--- config.mk ---
export PLATFORM = sky130hd
export DESIGN_NAME = byte_recurrence_checksum_top_flat
export DESIGN_NICKNAME = d
export VERILOG_FILES = /design/src/rtl/brc_pkg.sv /design/src/rtl/brc_in_if.sv /design/src/rtl/brc_out_if.sv /design/src/rtl/byte_recurrence_checksum_top.sv /design/src/rtl/brc_recur.sv /design/src/flat_wrapper.sv
export SDC_FILE = /design/constraint.sdc
export NUM_CORES = 1
export LEC_CHECK = 0
export BUFFER_PORTS_ARGS = -buffer_cell sky130_fd_sc_hd__buf_4
export CAP_MARGIN = 10
export CORE_MARGIN = 3
export CORE_UTILIZATION = 60
export DETAILED_ROUTE_END_ITERATION = 8
export MAX_ROUTING_LAYER = met4
export PLACE_DENSITY = 0.77
export REMOVE_ABC_BUFFERS = 1
export SLEW_MARGIN = 20
export SYNTH_ARGS = -nofsm -noshare
export SYNTH_HDL_FRONTEND = slang
export SYNTH_SLANG_ARGS = --single-unit
--- constraint.sdc ---
create_clock -name clk -period 20.8 [get_ports clk]
set_input_delay 2.08 -clock clk [delete_from_list [all_inputs] [get_ports clk]]
set_output_delay 2.08 -clock clk [all_outputs]
set_load 0.02 [all_outputs]
--- src/rtl/brc_pkg.sv ---
// ----------------------------------------------------------------------------
// brc_pkg
// Types, constants and the modulo-65535 reduction shared by the checksum.
// ----------------------------------------------------------------------------
package brc_pkg;

  localparam int unsigned INIT_OFFSET = 7;
  localparam int unsigned ALPHA_MUL   = 17;
  localparam int unsigned BETA_MUL    = 31;
  localparam int unsigned MODULUS     = 65535;

  typedef logic [7:0]  byte_t;
  typedef logic [15:0] word_t;
  typedef logic [16:0] sum17_t;

  // Reduces a value below twice the modulus into 0 .. MODULUS-1.
  function automatic word_t reduce17(input sum17_t s);
    sum17_t r;
    if (s >= sum17_t'(MODULUS)) begin
      r = s - sum17_t'(MODULUS);
    end else begin
      r = s;
    end
    return r[15:0];
  endfunction

endpackage

--- src/rtl/brc_in_if.sv ---
// ----------------------------------------------------------------------------
// brc_in_if
// Byte channel into the checksum: one message byte and its last-byte flag.
// ----------------------------------------------------------------------------
interface brc_in_if;
  logic           valid;
  logic           ready;
  brc_pkg::byte_t data_byte;
  logic           last_byte;

  modport source (output valid, output data_byte, output last_byte, input ready);
  modport sink   (input valid, input data_byte, input last_byte, output ready);
endinterface

--- src/rtl/brc_out_if.sv ---
// ----------------------------------------------------------------------------
// brc_out_if
// Result channel out of the checksum: one checksum per message.
// ----------------------------------------------------------------------------
interface brc_out_if;
  logic           valid;
  logic           ready;
  brc_pkg::word_t checksum;

  modport source (output valid, output checksum, input ready);
  modport sink   (input valid, input checksum, output ready);
endinterface

--- src/rtl/byte_recurrence_checksum_top.sv ---
// ----------------------------------------------------------------------------
// byte_recurrence_checksum_top
// Byte-stream checksum built on a second-order recurrence modulo 65535.
// ----------------------------------------------------------------------------
// Bytes of a message arrive on byte_in, one word per byte, with last_byte
// set on the final byte. One checksum word leaves on sum_out for each
// message, after its last byte; other bytes produce no output word.
// Each accepted word is held in an input register; from there the
// recurrence step (two narrow multiplies, a subtract and a modulo-65535
// fold) updates the state and, on a last byte, loads the result register.
// sum_out.valid is registered: it rises once a last byte has passed from
// the input register into the result register.
// Throughput is one byte per cycle, set by the state loop, except while
// sum_out is stalled: bytes that are not last keep flowing, but a last
// byte waits in the input register until the result register is free,
// and byte_in.ready drops only then.
// A synchronous reset empties both registers and re-arms the block for
// the first byte of a new message; after each last byte it re-arms too.
// ----------------------------------------------------------------------------
module byte_recurrence_checksum_top (
  input logic      clk,
  input logic      rst,
  brc_in_if.sink   byte_in,
  brc_out_if.source sum_out
);

  logic           in_valid;
  brc_pkg::byte_t in_byte;
  logic           in_last;

  logic           at_start;
  brc_pkg::byte_t pos;
  brc_pkg::word_t cur;
  brc_pkg::word_t prev;

  logic           out_valid;
  brc_pkg::word_t out_sum;

  brc_pkg::word_t step_next;
  brc_pkg::word_t cur_next;
  logic           out_free;
  logic           advance;

  brc_recur u_recur (
    .data_byte (in_byte),
    .pos       (pos),
    .cur       (cur),
    .prev      (prev),
    .next      (step_next)
  );

  always_comb begin
    out_free      = !out_valid || sum_out.ready;
    advance       = in_valid && (!in_last || out_free);
    byte_in.ready = !in_valid || advance;
    cur_next      = at_start ? (16'(in_byte) + 16'(brc_pkg::INIT_OFFSET)) : step_next;
    sum_out.valid    = out_valid;
    sum_out.checksum = out_sum;
  end

  always_ff @(posedge clk) begin
    if (rst) begin
      in_valid <= 1'b0;
    end else if (byte_in.ready) begin
      in_valid <= byte_in.valid;
    end
    if (byte_in.ready) begin
      in_byte <= byte_in.data_byte;
      in_last <= byte_in.last_byte;
    end
  end

  always_ff @(posedge clk) begin
    if (rst) begin
      at_start <= 1'b1;
      pos      <= '0;
      cur      <= '0;
      prev     <= 16'd1;
    end else if (advance) begin
      if (in_last) begin
        at_start <= 1'b1;
        pos      <= '0;
        cur      <= '0;
        prev     <= 16'd1;
      end else begin
        at_start <= 1'b0;
        pos      <= at_start ? 8'd1 : pos + 8'd1;
        cur      <= cur_next;
        prev     <= at_start ? 16'd1 : cur;
      end
    end
  end

  always_ff @(posedge clk) begin
    if (rst) begin
      out_valid <= 1'b0;
    end else if (advance && in_last) begin
      out_valid <= 1'b1;
    end else if (sum_out.ready) begin
      out_valid <= 1'b0;
    end
    if (advance && in_last) begin
      out_sum <= cur_next;
    end
  end

endmodule

--- src/rtl/brc_recur.sv ---
// ----------------------------------------------------------------------------
// brc_recur
// Combinational second-order recurrence step for one byte, modulo 65535.
// ----------------------------------------------------------------------------
module brc_recur (
  input  brc_pkg::byte_t data_byte,
  input  brc_pkg::byte_t pos,
  input  brc_pkg::word_t cur,
  input  brc_pkg::word_t prev,
  output brc_pkg::word_t next
);

  brc_pkg::byte_t  alpha;
  brc_pkg::byte_t  beta;
  logic [8:0]      coeff;
  logic [24:0]     prod;
  logic [24:0]     sub;
  logic            neg;
  logic [24:0]     mag;
  brc_pkg::word_t  mag_mod;
  brc_pkg::sum17_t neg_sum;

  always_comb begin
    alpha   = 8'(int'(pos) * brc_pkg::ALPHA_MUL);
    beta    = 8'(int'(pos) * brc_pkg::BETA_MUL);
    coeff   = 9'(data_byte) + 9'(alpha);
    prod    = 25'(coeff) * 25'(cur);
    sub     = 25'(beta) * 25'(prev);
    neg     = prod < sub;
    mag     = neg ? (sub - prod) : (prod - sub);
    mag_mod = brc_pkg::reduce17(17'(mag[24:16]) + 17'(mag[15:0]));
    // A wrapped negative difference reduces to one minus its magnitude.
    neg_sum = 17'h10000 - 17'(mag_mod);
    next    = neg ? brc_pkg::reduce17(neg_sum) : mag_mod;
  end

endmodule

--- src/flat_wrapper.sv ---
// flat-port wrapper written by rule: the top's interface ports become plain ports
module byte_recurrence_checksum_top_flat 
  (clk, rst, byte_in_valid, byte_in_data_byte, byte_in_last_byte, byte_in_ready, sum_out_valid, sum_out_checksum, sum_out_ready);
  brc_in_if byte_in_i ();
  brc_out_if sum_out_i ();
  input logic clk;
  input logic rst;
  input wire logic [$bits(byte_in_i.valid)-1:0] byte_in_valid;
  input wire logic [$bits(byte_in_i.data_byte)-1:0] byte_in_data_byte;
  input wire logic [$bits(byte_in_i.last_byte)-1:0] byte_in_last_byte;
  output wire logic [$bits(byte_in_i.ready)-1:0] byte_in_ready;
  output wire logic [$bits(sum_out_i.valid)-1:0] sum_out_valid;
  output wire logic [$bits(sum_out_i.checksum)-1:0] sum_out_checksum;
  input wire logic [$bits(sum_out_i.ready)-1:0] sum_out_ready;
  assign byte_in_i.valid = byte_in_valid;
  assign byte_in_i.data_byte = byte_in_data_byte;
  assign byte_in_i.last_byte = byte_in_last_byte;
  assign byte_in_ready = byte_in_i.ready;
  assign sum_out_valid = sum_out_i.valid;
  assign sum_out_checksum = sum_out_i.checksum;
  assign sum_out_i.ready = sum_out_ready;
  byte_recurrence_checksum_top u_core (.clk(clk), .rst(rst), .byte_in(byte_in_i), .sum_out(sum_out_i));
endmodule
======== Word-level counts from Yosys, hierarchy flattened ========
Index checks and enable logic that the tools add are counted.
word-level totals
  register bits ........................... 68
  input port bits ......................... 13
  output and inout bits ................... 18
  logic and storage cells ................. 47
operators by class
  add/subtract/negate cells ............... 9
  $mul .................................... 4
  magnitude comparators ................... 3
  mux-type cells .......................... 13
  reductions and logical operators ........ 9
operators by type and width
  kind                      count
  $mux W16                  7
  $ge A17 B16 Y1 const B    2
  $sub A16 B16 Y16 const B  2
  $lt A25 B24 Y1            1
  $mul A9 B16 Y25           1
  $mux W25                  1
  $sub A24 B25 Y25          1
  $sub A25 B24 Y25          1
  $mul A8 B16 Y24           1
  $add A9 B16 Y17           1
  $sub A17 B16 Y17 const A  1
  $mul A8 B5 Y8 const B     2
  $mux W8                   2
  $add A8 B3 Y9 const B     1
  $add A8 B8 Y9             1
  $add A8 B1 Y8 const B     1
  $logic_not A1 Y1          3
  $logic_or A1 B1 Y1        3
  $mux W1                   3
  $logic_and A1 B1 Y1       2
  $reduce_bool A2 Y1        1

======== Depth between registers and ports, before layout ========
  depth in word-level cells ............... 14
  mapped depth ............................ 79
  depth with buffers taken out ............ 72

======== Cells and area by module ========
From an unflattened synthesis, not the netlist that was laid out.
unflattened totals
  cells, all modules ...................... 2009
  area total of the unflattened synthesis .. 16614.7 um2
by module, submodules not included
  module                        times used  cells an instance  area an instance (um2)  seq. area each (um2)
  brc_recur                     1           1761               13938.4                 0.0
  byte_recurrence_checksum_top  1           248                2676.3                  1611.5

======== Worst setup path after synthesis ========
OpenSTA, ideal clock, no wires.
  path type ............................... register to register
  from .................................... register u_core.pos[1]
  to ...................................... register u_core.cur[5]
  setup time .............................. 117 ps
  arrival time ............................ 16962 ps
  required time ........................... 20683 ps
  slack ................................... 3721 ps
  cell stages (with the launch flop) ...... 80
  buffers on the path ..................... 7
  period minus slack after synthesis ...... 17079 ps
  path through ............................ dfxtp_1 > inv_1 > fa_1 > inv_1 > fa_1 > inv_1 > fa_1 > inv_1 > ha_1 > inv_1 > o21bai_1 > a21oi_1 > xnor2_1 > clkbuf_1 > nand2_1 > fa_1 > fa_1 > fa_1 > [44 not listed] > or4_1 > buf_6 > o21ai_4 > xor2_1 > inv_1 > ha_1 > nand2_1 > or3_1 > o31ai_2 > or2_1 > buf_2 > or4_4 > a2111oi_4 > o2bb2ai_2 > nor4_2 > o22ai_1 > mux2_2 > a22o_1
on the way
  word-level cells in the longest chain between the ends .. 14
ends and longest elaborated chain
  what                                                       line                                RTL
  from (decl)                                                byte_recurrence_checksum_top.sv:32  brc_pkg::byte_t pos;
  from (signal assigned)                                     byte_recurrence_checksum_top.sv:87  pos <= at_start ? 8'd1 : pos + 8'd1;
  $mul A8 B5 Y8                                              brc_recur.sv:24                     alpha = 8'(int'(pos) * brc_pkg::ALPHA_MUL);
  $add A8 B8 Y9                                              brc_recur.sv:26                     coeff = 9'(data_byte) + 9'(alpha);
  $mul A9 B16 Y25                                            brc_recur.sv:27                     prod = 25'(coeff) * 25'(cur);
  $sub A25 B24 Y25, or another cell as far along             brc_recur.sv:30                     mag = neg ? (sub - prod) : (prod - sub);
  $mux W25                                                   brc_recur.sv:30
  $add A9 B16 Y17                                            brc_recur.sv:31                     mag_mod = brc_pkg::reduce17(17'(mag[24:16]) + 17'(mag[15:0]));
  $sub A16 B16 Y16 / $ge A17 B16 Y1 (equally long branches)  brc_pkg.sv:20, brc_pkg.sv:19
  $mux W16                                                   brc_pkg.sv:19                       if (s >= sum17_t'(MODULUS)) begin
  $sub A17 B16 Y17                                           brc_recur.sv:33                     neg_sum = 17'h10000 - 17'(mag_mod);
  $sub A16 B16 Y16 / $ge A17 B16 Y1 (equally long branches)  brc_pkg.sv:20, brc_pkg.sv:19
  $mux W16                                                   brc_pkg.sv:19
  $mux W16 *                                                 brc_recur.sv:34                     next = neg ? brc_pkg::reduce17(neg_sum) : mag_mod;
  $mux W16 *                                                 byte_recurrence_checksum_top.sv:56  cur_next = at_start ? (16'(in_byte) + 16'(brc_pkg::INIT_OFFSET)) : step_next;
  named net u_core.cur_next[5]                               byte_recurrence_checksum_top.sv:40  brc_pkg::word_t cur_next;
  $mux W16 *                                                 byte_recurrence_checksum_top.sv:80  if (in_last) begin
  to (signal assigned)                                       byte_recurrence_checksum_top.sv:88  cur <= cur_next;
  to (decl)                                                  byte_recurrence_checksum_top.sv:33  brc_pkg::word_t cur;
The timed path passes the listed nets; every way through them passes the cells marked *.
A chain may end at the register's enable or synchronous reset.

======== Worst setup path in the final report ========
  from .................................... register u_core.pos[0]
  to ...................................... register u_core.out_sum[6] (netlist: u_core.sum_out.checksum[6]), data pin
on the way
  word-level cells in the longest chain between the ends .. 13
ends and longest elaborated chain
  what                                                       line                                 RTL
  $mul A8 B5 Y8                                              brc_recur.sv:24
  $add A8 B8 Y9                                              brc_recur.sv:26
  $mul A9 B16 Y25                                            brc_recur.sv:27
  $sub A25 B24 Y25, or another cell as far along             brc_recur.sv:30
  $mux W25                                                   brc_recur.sv:30
  $add A9 B16 Y17                                            brc_recur.sv:31
  $sub A16 B16 Y16 / $ge A17 B16 Y1 (equally long branches)  brc_pkg.sv:20, brc_pkg.sv:19
  $mux W16                                                   brc_pkg.sv:19
  $sub A17 B16 Y17                                           brc_recur.sv:33
  $sub A16 B16 Y16 / $ge A17 B16 Y1 (equally long branches)  brc_pkg.sv:20, brc_pkg.sv:19
  $mux W16                                                   brc_pkg.sv:19
  $mux W16 *                                                 brc_recur.sv:34
  $mux W16 *                                                 byte_recurrence_checksum_top.sv:56
  named net u_core.cur_next[6]                               byte_recurrence_checksum_top.sv:40
  to (signal assigned)                                       byte_recurrence_checksum_top.sv:103  out_sum <= cur_next;
  to (decl)                                                  byte_recurrence_checksum_top.sv:37   brc_pkg::word_t out_sum;
Marks and branches as above.

==> results.json <==
{
  "numCtsBuffers": 9,
  "arrival_ns": 18.75,
  "synth.distinct_cells": 89,
  "fin_skew_ns": 0.008266,
  "synth_edf_count": 25,
  "drt-total-wl_um": 46550,
  "ff2ff_path_depth": 71,
  "post_drt_via_cell_ratio": 6.082,
  "pin_count": 31,
  "cpPeakStageDelay_ns": 0.67,
  "fin_cells": 2404,
  "grt_max_degree": 41,
  "clk_path_buf_depth": 2,
  "start_util": 0.6163,
  "first_global_vias": 14710,
  "antenna_found_initial": 0,
  "worstHoldEndpoint": "u_core.pos[7]",
  "hold_violations": 0,
  "htree_num_levels": 3,
  "vias": 14620,
  "drcViolationCount": 0,
  "min-delay-start": "u_core.pos[7]",
  "rsz0062_at_grt": "no",
  "post_synth.cell_area_avg_um2": 8.147,
  "hold_depth": 1,
  "worstReg2RegStart": "u_core.pos[0]",
  "required_ns": 20.88,
  "syn-instance-count": 2056,
  "grt_pass1_wl_um": 76030,
  "grt_usage": 0.3175,
  "synth_area_leaders": "fa_1 (24%), ha_1 (13%), inv_1 (6.9%)",
  "synth_top_area_share": 0.2366,
  "status": "complete, no violations",
  "drt_iter0_drc": 1418,
  "drv_slew": 0,
  "die_h_um": 173.1,
  "crit_path_frequent_cell": "a21oi_1",
  "finalSetupViolCount": 0,
  "final_antenna_net_count": 0,
  "syn_to_final_growth_pct": 4.766,
  "period_share": 0.8975,
  "fin_crit_ns": 18.67,
  "cp-end-kind": "flip-flop",
  "port_buffers": 30,
  "critical_path_class": "flip-flop to flip-flop",
  "yosys_warnings": 0,
  "gp_congestion": 0.9719,
  "relSlewSlack": 0.3335,
  "post_cts_buffers": 0,
  "startpoint": "u_core.pos[0]",
  "regToRegSetupSlack_ns": 2.13,
  "cts_resized": 0,
  "critPathMaxFanout": 40,
  "root_buffer": "clkbuf_16",
  "ys_seq_area_frac": 0.09621,
  "dp_hpwl_um": 37880,
  "cts_tree": "yes",
  "dp.cells": 2387,
  "worst_pin_slew_ns": 0.9949,
  "post_drt_wl_per_cell_um": 19.36,
  "clkTransAtPathRegs_ns": 0.06,
  "hold_slack_ns": 0.5466,
  "crit_path_start_kind": "flip-flop",
  "async_reset_ff_frac": 0,
  "clk_latency_ns": 0.34,
  "fin_ws_ns": 2.133,
  "synth_area_um2": 16750,
  "fp.dieW_um": 173.1,
  "hp-class": "flip-flop to flip-flop",
  "maxCapViolations": 0,
  "coreArea_um2": 27180,
  "rows": 60,
  "dieArea_um2": 29960,
  "critPathSlowestCell": "or4_1",
  "ys.flop_type": "dfxtp_1",
  "fillers": 2382,
  "cts.sinks": 68,
  "dr.pass1.iters": 6,
  "hold_buffers": 0,
  "rr_endpoint": "u_core.sum_out.checksum[6]",
  "ys_ff_latch": 68,
  "place_ws_ns": 2.228,
  "drive_above_1_share": 0.05465,
  "grt_remaining_overflow": 0,
  "finalNetCount": 2413,
  "setup-tns-final_ns": 0,
  "yosysTopAreaCell": "fa_1",
  "max_freq_ghz": 0.05357
}
-- cell families after synthesis --
group	Yosys count	synth area share
simple gates	655	0.1969
fa+ha+maj	374	0.3681
xor+xnor	122	0.06379
compound gates	429	0.1758
buf+inv	394	0.09001
flops	68	0.09621
mux	14	0.009114
-- per-stage QoR --
step,util,instance area [um^2]
CTS,0.6453,17540
global placement,0.6345,17240
floorplan,-,16400
finish,0.6457,17550
detailed placement,0.6345,17240
global route,0.6456,17550
-- area by class of cell --
class / count / area (um^2) / area share
Timing Repair Buffer: 45 / 337.8 / 0.01925
Tap cell: 372 / 465.4 / 0.02652
Clock inverter: 7 / 67.56 / 0.003850
Sequential cell: 68 / 1612 / 0.09184
Clock buffer: 9 / 225.2 / 0.01283
Inverter: 308 / 1156 / 0.06588
Multi-Input combinational cell: 1594 / 13680 / 0.7797
Antenna cell: 1 / 2.502 / 0.0001426
-- sequential cells by signal (all words and copies together), names as in the netlist --
register and count:
u_core.in_byte 8, u_core.in_last 1, u_core.at_start 1, u_core.sum_out.checksum 16, u_core.prev 16, u_core.cur 16
u_core.sum_out.valid 1, u_core.pos 8, u_core.in_valid 1
-- critical path: cells and delay by family (launching register included) --
kind                       cells  cell delay, ns
adders and majority gates     13            5.69
xor gates and xnor gates       5            1.25
buffers and inverters          7            0.78
DFF                            1            0.30
and+or+nand+nor               13            3.75
AOI/OAI and AO/OA             33            6.59
-- cells in the final DEF, fill, tap and decap left out, types with 17 or more instances in the layout --
| cell type | count |
|---|---|
| o21bai_1 | 33 |
| nor2_1 | 122 |
| xnor2_1 | 81 |
| a22oi_1 | 18 |
| nand2_1 | 204 |
| nor2b_1 | 31 |
| edfxtp_1 | 25 |
| inv_1 | 308 |
| a21oi_1 | 127 |
| nor3_1 | 26 |
| o21ai_0 | 70 |
| fa_1 | 198 |
| nand3_1 | 26 |
| and2_1 | 142 |
| a211oi_1 | 17 |
| xor2_1 | 36 |
| dfxtp_1 | 43 |
| a21o_1 | 36 |
| buf_4 | 45 |
| and3_1 | 17 |
| nand2b_1 | 19 |
| ha_1 | 176 |
-- worst max path at each step --
stage                                             to  cells after the start  slack (ns)
after CTS                 u_core.sum_out.checksum[6]                     71        2.19
after floorplan           u_core.sum_out.checksum[0]                     69        3.85
after global placement    u_core.sum_out.checksum[6]                     72        2.83
after global routing      u_core.sum_out.checksum[6]                     72        0.69
after detailed placement  u_core.sum_out.checksum[6]                     71        2.23
final                     u_core.sum_out.checksum[6]                     71        2.13
-- Yosys cell counts, drive strengths merged (5+ instances only) --
| cell | n |
|---|---|
| a211oi | 18 |
| o31a | 5 |
| o31ai | 12 |
| nand2 | 207 |
| o21a | 12 |
| xor2 | 37 |
| ha | 176 |
| inv | 308 |
| nor2b | 31 |
| and3 | 17 |
| a22o | 7 |
| mux2i | 10 |
| fa | 198 |
| or2 | 11 |
| nand3 | 26 |
| o211ai | 12 |
| nand2b | 19 |
| a2111oi | 7 |
| a21oi | 128 |
| a22oi | 18 |
| dfxtp | 43 |
| nor3 | 28 |
| or3 | 9 |
| nor4 | 11 |
| a211o | 6 |
| a31oi | 13 |
| edfxtp | 25 |
| nand4b | 5 |
| a21o | 36 |
| a221oi | 5 |
| nor2 | 123 |
| o21bai | 34 |
| xnor2 | 85 |
| o21ai | 73 |
| and2 | 142 |
| buf | 13 |
| nand4 | 16 |
| clkbuf | 73 |
-- routing by layer --
metal  track usage  vias up  part of all wire
li1              -     6735                 -
met1        0.4244     7192              0.43
met2        0.5246      596              0.48
met3       0.02855       97             0.066
met4       0.08041        0             0.026
met5             -        -                 0
Power is left out: the tool's default activity adds up to more than one toggle a clock period on the data nets, which glitch-free logic cannot reach.
